`config.mk`:
```
export PLATFORM = sky130hd
export DESIGN_NAME = utf8_stream_decoder_core
export DESIGN_NICKNAME = d
export VERILOG_FILES = /design/src/utf8sd_pkg.sv /design/src/utf8sd_decode.sv /design/src/utf8sd_queue.sv /design/src/utf8_stream_decoder_core.sv
export VERILOG_INCLUDE_DIRS = /design/src /design/src/src
export SDC_FILE = /design/constraint.sdc
export NUM_CORES = 1
export LEC_CHECK = 0
export ABC_CLOCK_PERIOD_IN_PS = 17100
export BUFFER_PORTS_ARGS = -buffer_cell sky130_fd_sc_hd__buf_4
export CORE_MARGIN = 2
export CORE_UTILIZATION = 60
export DETAILED_ROUTE_END_ITERATION = 6
export PLACE_DENSITY_LB_ADDON = 0.2
export SETUP_SLACK_MARGIN = 0.3
export SYNTH_ARGS = -nofsm -noshare
export SYNTH_HDL_FRONTEND = slang
export SYNTH_SLANG_ARGS = --single-unit
```
`constraint.sdc`:
```
create_clock -name clock -period 17.1 [get_ports clock]
set_input_delay 3.42 -clock clock [delete_from_list [all_inputs] [get_ports clock]]
set_output_delay 3.42 -clock clock [all_outputs]
set_load 0.02 [all_outputs]
```
`src/utf8_stream_decoder_core_macros.svh`:
```
// ============================================================================
// utf8_stream_decoder_core_macros
// assertion helpers shared by the decoder modules
// ============================================================================
`ifndef UTF8_STREAM_DECODER_CORE_MACROS_SVH
`define UTF8_STREAM_DECODER_CORE_MACROS_SVH

// condition must hold at every clock edge out of reset
`define UTF8SD_ASSERT(lbl, cond, msg) \
   lbl: assert property (@(posedge clock) disable iff (reset) (cond)) else $error(msg);

// consequent must hold in the cycle after the antecedent
`define UTF8SD_ASSERT_NEXT(lbl, ante, cons, msg) \
   lbl: assert property (@(posedge clock) disable iff (reset) (ante) |=> (cons)) \
      else $error(msg);

`endif

```
`src/utf8sd_pkg.sv`:
```
// ============================================================================
// utf8sd_pkg
// types and constants of the utf-8 stream decoder
// ============================================================================
package utf8sd_pkg;

   localparam int unsigned BYTE_WIDTH  = 8;
   localparam int unsigned CP_WIDTH    = 21;
   localparam int unsigned QUEUE_DEPTH = 4;

   localparam logic [CP_WIDTH-1:0] REPLACEMENT_CP = 21'd63;
   localparam logic [CP_WIDTH-1:0] SURROGATE_LO   = 21'h00D800;
   localparam logic [CP_WIDTH-1:0] SURROGATE_HI   = 21'h00DFFF;
   localparam logic [CP_WIDTH-1:0] CP_MAX         = 21'h10FFFF;
   localparam logic [CP_WIDTH-1:0] MIN_TWO        = 21'h000080;
   localparam logic [CP_WIDTH-1:0] MIN_THREE      = 21'h000800;
   localparam logic [CP_WIDTH-1:0] MIN_FOUR       = 21'h010000;

   typedef enum logic [2:0] {
      LEN_NONE  = 3'd0,
      LEN_TWO   = 3'd2,
      LEN_THREE = 3'd3,
      LEN_FOUR  = 3'd4
   } seq_len_type;

   typedef struct packed {
      logic [CP_WIDTH-1:0] char_value;
      logic                replaced;
      logic                run_last;
      logic                text_end;
   } result_type;

   typedef struct packed {
      logic [1:0] count;
      result_type first;
      result_type second;
   } push_type;

endpackage

```
`src/utf8sd_decode.sv`:
```
// ============================================================================
// utf8sd_decode
// sequence state and combinational decode of one byte into up to two results
// ============================================================================
`include "utf8_stream_decoder_core_macros.svh"

module utf8sd_decode import utf8sd_pkg::*; (
   input  logic                  clock,
   input  logic                  reset,
   input  logic                  in_accept,
   input  logic [BYTE_WIDTH-1:0] in_byte,
   input  logic                  in_final,
   output push_type              push
);

   seq_len_type         pend_len_ff, pend_len_in;
   logic [2:0]          taken_ff, taken_in;
   logic [CP_WIDTH-1:0] partial_ff, partial_in;
   logic                lead_ok_ff, lead_ok_in;

   logic                is_cont;
   logic [CP_WIDTH-1:0] shifted;
   logic [CP_WIDTH-1:0] min_value;
   logic                seq_bad;
   logic                do_lead;
   logic [1:0]          n;
   result_type          res [2];
   result_type          repl_res;

   assign is_cont  = (in_byte[7:6] == 2'b10);
   assign shifted  = {partial_ff[CP_WIDTH-7:0], in_byte[5:0]};
   assign repl_res = '{char_value: REPLACEMENT_CP, replaced: 1'b1,
                       run_last: 1'b0, text_end: 1'b0};

   always_comb begin
      unique case (pend_len_ff)
         LEN_TWO:   min_value = MIN_TWO;
         LEN_THREE: min_value = MIN_THREE;
         default:   min_value = MIN_FOUR;
      endcase
   end

   assign seq_bad = !lead_ok_ff || (shifted < min_value) ||
                    ((shifted >= SURROGATE_LO) && (shifted <= SURROGATE_HI)) ||
                    (shifted > CP_MAX);

   always_comb begin
      pend_len_in = pend_len_ff;
      taken_in    = taken_ff;
      partial_in  = partial_ff;
      lead_ok_in  = lead_ok_ff;
      res[0]      = '0;
      res[1]      = '0;
      n           = 2'd0;
      do_lead     = 1'b0;

      if (pend_len_ff != LEN_NONE) begin
         if (is_cont) begin
            partial_in = shifted;
            taken_in   = taken_ff + 3'd1;
            if (taken_in >= pend_len_ff) begin
               if (seq_bad) begin
                  res[0] = repl_res;
               end else begin
                  res[0] = '{char_value: shifted, replaced: 1'b0,
                             run_last: 1'b0, text_end: 1'b0};
               end
               n           = 2'd1;
               pend_len_in = LEN_NONE;
               taken_in    = 3'd0;
               partial_in  = '0;
               lead_ok_in  = 1'b1;
            end
         end else begin
            res[0]      = repl_res;
            n           = 2'd1;
            pend_len_in = LEN_NONE;
            taken_in    = 3'd0;
            partial_in  = '0;
            lead_ok_in  = 1'b1;
            do_lead     = 1'b1;
         end
      end else begin
         do_lead = 1'b1;
      end

      if (do_lead) begin
         priority if (!in_byte[7]) begin
            res[n[0]] = '{char_value: CP_WIDTH'(in_byte), replaced: 1'b0,
                          run_last: 1'b0, text_end: 1'b0};
            n = n + 2'd1;
         end else if (in_byte[7:5] == 3'b110) begin
            pend_len_in = LEN_TWO;
            taken_in    = 3'd1;
            partial_in  = CP_WIDTH'(in_byte[4:0]);
            lead_ok_in  = (in_byte >= 8'hC2);
         end else if (in_byte[7:4] == 4'b1110) begin
            pend_len_in = LEN_THREE;
            taken_in    = 3'd1;
            partial_in  = CP_WIDTH'(in_byte[3:0]);
            lead_ok_in  = 1'b1;
         end else if (in_byte[7:3] == 5'b11110) begin
            pend_len_in = LEN_FOUR;
            taken_in    = 3'd1;
            partial_in  = CP_WIDTH'(in_byte[2:0]);
            lead_ok_in  = (in_byte <= 8'hF4);
         end else begin
            res[n[0]] = repl_res;
            n = n + 2'd1;
         end
      end

      if (in_final) begin
         if (pend_len_in != LEN_NONE) begin
            res[n[0]] = repl_res;
            n = n + 2'd1;
         end
         pend_len_in = LEN_NONE;
         taken_in    = 3'd0;
         partial_in  = '0;
         lead_ok_in  = 1'b1;
      end

      if (n != 2'd0) begin
         res[n[1]].run_last = 1'b1;
         res[n[1]].text_end = in_final;
      end
   end

   assign push.count  = in_accept ? n : 2'd0;
   assign push.first  = res[0];
   assign push.second = res[1];

   always_ff @(posedge clock) begin
      if (reset) begin
         pend_len_ff <= LEN_NONE;
         taken_ff    <= 3'd0;
         partial_ff  <= '0;
         lead_ok_ff  <= 1'b1;
      end else if (in_accept) begin
         pend_len_ff <= pend_len_in;
         taken_ff    <= taken_in;
         partial_ff  <= partial_in;
         lead_ok_ff  <= lead_ok_in;
      end
   end

   // every last byte of a text yields a result and closes any open sequence
   `UTF8SD_ASSERT(a_final_has_result, !(in_accept && in_final) || (push.count != 2'd0), "final byte produced no result")
   `UTF8SD_ASSERT_NEXT(a_final_clears, in_accept && in_final, pend_len_ff == LEN_NONE, "sequence still open after end of text")
   // a pair of results always starts with the replacement of a cut sequence
   `UTF8SD_ASSERT(a_pair_first_repl, (push.count != 2'd2) || push.first.replaced, "two results without leading replacement")

endmodule

```
`src/utf8sd_queue.sv`:
```
// ============================================================================
// utf8sd_queue
// result queue taking up to two results per cycle and giving one per cycle
// ============================================================================
`include "utf8_stream_decoder_core_macros.svh"

module utf8sd_queue import utf8sd_pkg::*; #(
   parameter int unsigned Depth = QUEUE_DEPTH
) (
   input  logic       clock,
   input  logic       reset,
   input  push_type   push,
   output logic       in_ready,
   output logic       out_valid,
   input  logic       out_ready,
   output result_type out_data
);

   localparam int unsigned PtrW = $clog2(Depth);
   localparam int unsigned CntW = $clog2(Depth + 1);

   result_type      entries_ff [Depth];
   logic [PtrW-1:0] wr_ptr_ff, wr_ptr_in;
   logic [PtrW-1:0] rd_ptr_ff, rd_ptr_in;
   logic [CntW-1:0] count_ff, count_in;
   logic            pop;

   assign in_ready  = (count_ff <= CntW'(Depth - 2));
   assign out_valid = (count_ff != '0);
   assign pop       = out_valid && out_ready;
   assign out_data  = entries_ff[rd_ptr_ff];

   assign wr_ptr_in = wr_ptr_ff + PtrW'(push.count);
   assign rd_ptr_in = rd_ptr_ff + PtrW'(pop);
   assign count_in  = count_ff + CntW'(push.count) - CntW'(pop);

   always_ff @(posedge clock) begin
      if (push.count != 2'd0) begin
         entries_ff[wr_ptr_ff] <= push.first;
      end
      if (push.count == 2'd2) begin
         entries_ff[wr_ptr_ff + PtrW'(1)] <= push.second;
      end
   end

   always_ff @(posedge clock) begin
      if (reset) begin
         wr_ptr_ff <= '0;
         rd_ptr_ff <= '0;
         count_ff  <= '0;
      end else begin
         wr_ptr_ff <= wr_ptr_in;
         rd_ptr_ff <= rd_ptr_in;
         count_ff  <= count_in;
      end
   end

   `UTF8SD_ASSERT(a_no_overflow, count_ff <= CntW'(Depth), "result queue over capacity")
   `UTF8SD_ASSERT(a_push_has_room, (push.count == 2'd0) || in_ready, "results pushed without room for two")
   `UTF8SD_ASSERT_NEXT(a_pop_only_drains, pop && (push.count == 2'd0), count_ff == $past(count_ff) - CntW'(1), "queue level wrong after a lone pop")

endmodule

```
`src/utf8_stream_decoder_core.sv`:
```
// ============================================================================
// utf8_stream_decoder_core
// utf-8 byte stream to utf-32 code point decoder
// ============================================================================
// Takes one utf-8 byte per cycle and emits utf-32 code points; malformed,
// overlong, surrogate, out-of-range or cut-off sequences come out as '?'
// (63) with the replaced flag set. The byte is decoded in the cycle it is
// accepted and its results sit in a small result queue until the sink takes
// them in order. Sustained rate is one byte per cycle as long as the sink
// takes one result per cycle; a byte that both ends a broken sequence and
// yields another result puts two results into the queue. req_tready drops
// while the result queue has fewer than two free entries (QueueDepth, a power
// of two, at least two).
// ============================================================================
module utf8_stream_decoder_core import utf8sd_pkg::*; #(
   parameter int unsigned QueueDepth = QUEUE_DEPTH
) (
   input  logic        clock,
   input  logic        reset,
   input  logic        req_tvalid,
   output logic        req_tready,
   input  logic [7:0]  req_tdata,   // [7:0] byte_value
   input  logic        req_tlast,   // final_byte
   output logic        rsp_tvalid,
   input  logic        rsp_tready,
   output logic [23:0] rsp_tdata,   // [20:0] char_value, [23:21] zero
   output logic [1:0]  rsp_tuser,   // [0] replaced, [1] run_last
   output logic        rsp_tlast    // text_end
);

   push_type   push;
   result_type head;
   logic       in_accept;

   assign in_accept = req_tvalid && req_tready;

   utf8sd_decode u_decode (
      .clock     (clock),
      .reset     (reset),
      .in_accept (in_accept),
      .in_byte   (req_tdata),
      .in_final  (req_tlast),
      .push      (push)
   );

   utf8sd_queue #(
      .Depth (QueueDepth)
   ) u_queue (
      .clock     (clock),
      .reset     (reset),
      .push      (push),
      .in_ready  (req_tready),
      .out_valid (rsp_tvalid),
      .out_ready (rsp_tready),
      .out_data  (head)
   );

   assign rsp_tdata = {3'b000, head.char_value};
   assign rsp_tuser = {head.run_last, head.replaced};
   assign rsp_tlast = head.text_end;

endmodule

```
==> flow_summary.yaml <==
flow_run:
  maxCapViolCount: 0
clock_tree:
  clock_sinks: 125
  tritoncts: "built"
  postCtsResizedCells: 0
  cts_setup_buffers: 0
  numCtsBuffers: 17
  hold_buffers: 0
  ctsHtreeMaxLevel: 4
  cts-root-buf: "clkbuf_8"
  clk_latency_ns: 0.53
  clkTransAtPathRegs_ns: 0.06
  clk_path_buf_depth: 2
global_routing:
  grt_pass1_vias: 4298
  track_usage_pct: 26.25
  antenna_found_initial: 0
  grt_max_degree: 50
  grt_overflow: 0
  grt_pass1_wl_um: 22640
cells_and_area:
  antenna_cells: 0
  syn_to_final_growth_pct: 14.98
  stdcell_count: 696
  final-seq-area_sq_um: 3465
  drive_above_1_share_pct: 25.00
  multi_input_area_sq_um: 2755
  finalCoreUtilization_pct: 70.97
  fillers: 684
  fin_area_sq_um: 7327
  fin_nets: 573
synth:
  yosysSeqAreaShare_pct: 54.35
  yosys_warnings: 0
  synthArstFlopShare_pct: 0
  syn_avg_cell_area_sq_um: 12.40
  yosys_most_used_dff: "edfxtp_1"
  synthCells: 514
  synth_top_cell_by_area: "edfxtp_1"
  ys_types: 63
  synth.cell_area_sq_um: 6372
  synth-edff-count: 96
  netlist.area_leader.share_pct: 45.24
  synth-seq-cells: 125
  synthTopCellsByArea: "edfxtp_1 (45%), dfxtp_1 (9.1%), mux4_2 (8.5%)"
sta:
  hold_viol_final: 0
  drv_slew: 0
  fin_setup_tns_ns: 0
  finalCriticalPeriod_ns: 6.729
  maxSlewHeadroom_pct: 36.94
  setup_violations: 0
  whs_ns: 0.5226
  clock_skew_ns: 0.01067
  period_share_pct: 39.35
  grt_setup_unrepaired: "no"
  worst_slack_ns: 10.37
  tightestPinTransition_ns: 0.9459
  fmax_ghz: 0.1486
pwr:
  p_per_area_nw_per_um2: 130.0
  pwr-share-clk_pct: 35.8
  p_leak_nw: 2.568
  switching_share_pct: 29.47
  irDropWorstVdd_mv: 0.09452
  comb_power_share_pct: 24.2
  finalPower_uw: 952.4
  seqPwrFrac_pct: 40.0
  p_int_uw: 671.7
  power.net_switching_uw: 280.7
floorplan:
  start_util_pct: 61.73
  dieWidth_um: 107.1
  core_sq_um: 10320
  die_height_um: 107.1
  dieArea_sq_um: 11460
  boundaryPins: 42
  rows: 37
placed_design:
  post-place-ws_ns: 9.950
  post_dp_cell_area_sq_um: 6765
  placedCellCount: 664
  hpwl_um: 8835
  portBuffers: 38
  routabilityCongestion: 0.9028
drt:
  routed_wl_um: 13870
  top_layer: "met4"
  ant_nets: 0
  met2_length_um: 6452
  m1WireLength_um: 6105
  route.detailed.drc: 0
  drtIter0Drc: 392
  vias: 4299
  dr.pass1.iters: 6
  routedWlPerCell_um: 19.93
  via_per_inst: 6.177
  routed-wl-met3_um: 981
critical_path:
  worst-path-max-fanout: 19
  required_ns: 17.51
  cp.arrival_ns: 7.14
  crit_path_start_kind: "primary input"
  end_kind: "flop"
  crit_type: "primary input to flop"
min_path:
  hp-class: "flop to flop"
status:
  outcome: "complete, no violations"
## logic make-up (layout without fill, tap and decap cells)
group                      after synthesis  count (layout)  synth area share, %
AOI/OAI and AO/OA                       75              75                8.718
xor gates and xnor gates                 9               9                1.237
adders and majority gates               13              13                2.670
buffers and inverters                   44              88                3.004
DFF                                    125             125                54.35
muxes                                   53              53                13.72
other                                    1               3              0.05885
and+or+nand+nor                        194             194                16.24
## registers in the layout, indices dropped and copies added (netlist names)
| signal | count |
|---|---|
| u_decode.lead_ok_ff | 1 |
| u_decode.partial_ff | 15 |
| u_decode.pend_len_ff | 3 |
| u_decode.taken_ff | 3 |
| u_queue.count_ff | 3 |
| u_queue.entries_ff | 96 |
| u_queue.rd_ptr_ff | 2 |
| u_queue.wr_ptr_ff | 2 |
## synthesized netlist by cell type (all sizes together), types with 2 or more instances
library cell  instances
a21o                  2
o211ai                3
a221oi                2
clkbuf               20
nand3                 6
a21boi                4
a22oi                17
or4                   2
nand2                34
nor2                 51
dfxtp                29
mux2i                 9
a21oi                12
xnor2                 7
or2                   2
a211oi                2
nand2b                5
o21ai                14
nor4                  6
buf                  12
a32oi                 2
nor3b                 3
or3                   5
o41ai                 2
nor3                 17
nor2b                 8
edfxtp               96
o22ai                 3
mux4                 24
o21a                  2
xor2                  2
ha                   12
mux2                 20
a2111oi               2
a31oi                 2
inv                  12
and2                 52
## worst max-delay path, stage by stage
cell	delay [ns]
buf_4	0.21
nor2b_1	0.28
o211ai_1	0.25
nand2_1	0.30
inv_1	0.08
ha_1	0.33
a2111oi_2	0.07
a2111oi_2	0.51
and2_1	0.40
xnor2_1	0.19
nor2_1	0.09
ha_1	0.24
fa_1	0.38
xor2_1	0.19
xnor2_1	0.15
nor2_1	0.05
## final timing paths
kind                                             end                 start  slack, ns  cells after the start
worst max register to register   u_queue.count_ff[2]  u_decode.taken_ff[0]      12.51                     18
worst min register to register  u_decode.taken_ff[1]  u_decode.taken_ff[1]       0.52                      2
worst max-delay path             u_queue.count_ff[2]          req_tdata[7]      10.37                     16
worst min-delay path            u_decode.taken_ff[1]  u_decode.taken_ff[1]       0.52                      2
## placed cells by master, fill, tap and decap left out, drive strengths merged, types with 8 or more instances in the layout
| cell | n |
|---|---|
| a21oi | 12 |
| a22oi | 17 |
| and2 | 52 |
| buf | 44 |
| clkbuf | 18 |
| clkinv | 9 |
| dfxtp | 29 |
| edfxtp | 96 |
| ha | 12 |
| inv | 14 |
| mux2 | 20 |
| mux2i | 9 |
| mux4 | 24 |
| nand2 | 34 |
| nor2 | 51 |
| nor2b | 8 |
| nor3 | 17 |
| o21ai | 14 |
## power groups by stage
stage / clock network, mW / logic (mW) / registers, mW
after global routing: 0.355 / 0.250 / 0.385
after CTS: 0.342 / 0.231 / 0.382
final: 0.341 / 0.230 / 0.381
after global placement: 0 / 0.226 / 0.386
after floorplan: 0 / 0.169 / 0.370
after detailed placement: 0 / 0.229 / 0.387
## area by class of cell
cell class	instances	area share (%)
Clock buffer	18	5.704
Sequential cell	125	47.28
Timing Repair Buffer	44	4.508
Multi-Input combinational cell	347	37.60
Tap cell	136	2.322
Clock inverter	14	1.964
Inverter	12	0.6148
## routing by layer
metal | up-vias | GRT usage (%)
met5 | - | 0
met2 | 201 | 40.19
met1 | 2079 | 36.77
li1 | 1982 | -
met4 | 0 | 10.02
met3 | 37 | 6.018
No activity file was read; power rests on OpenSTA's default activity.
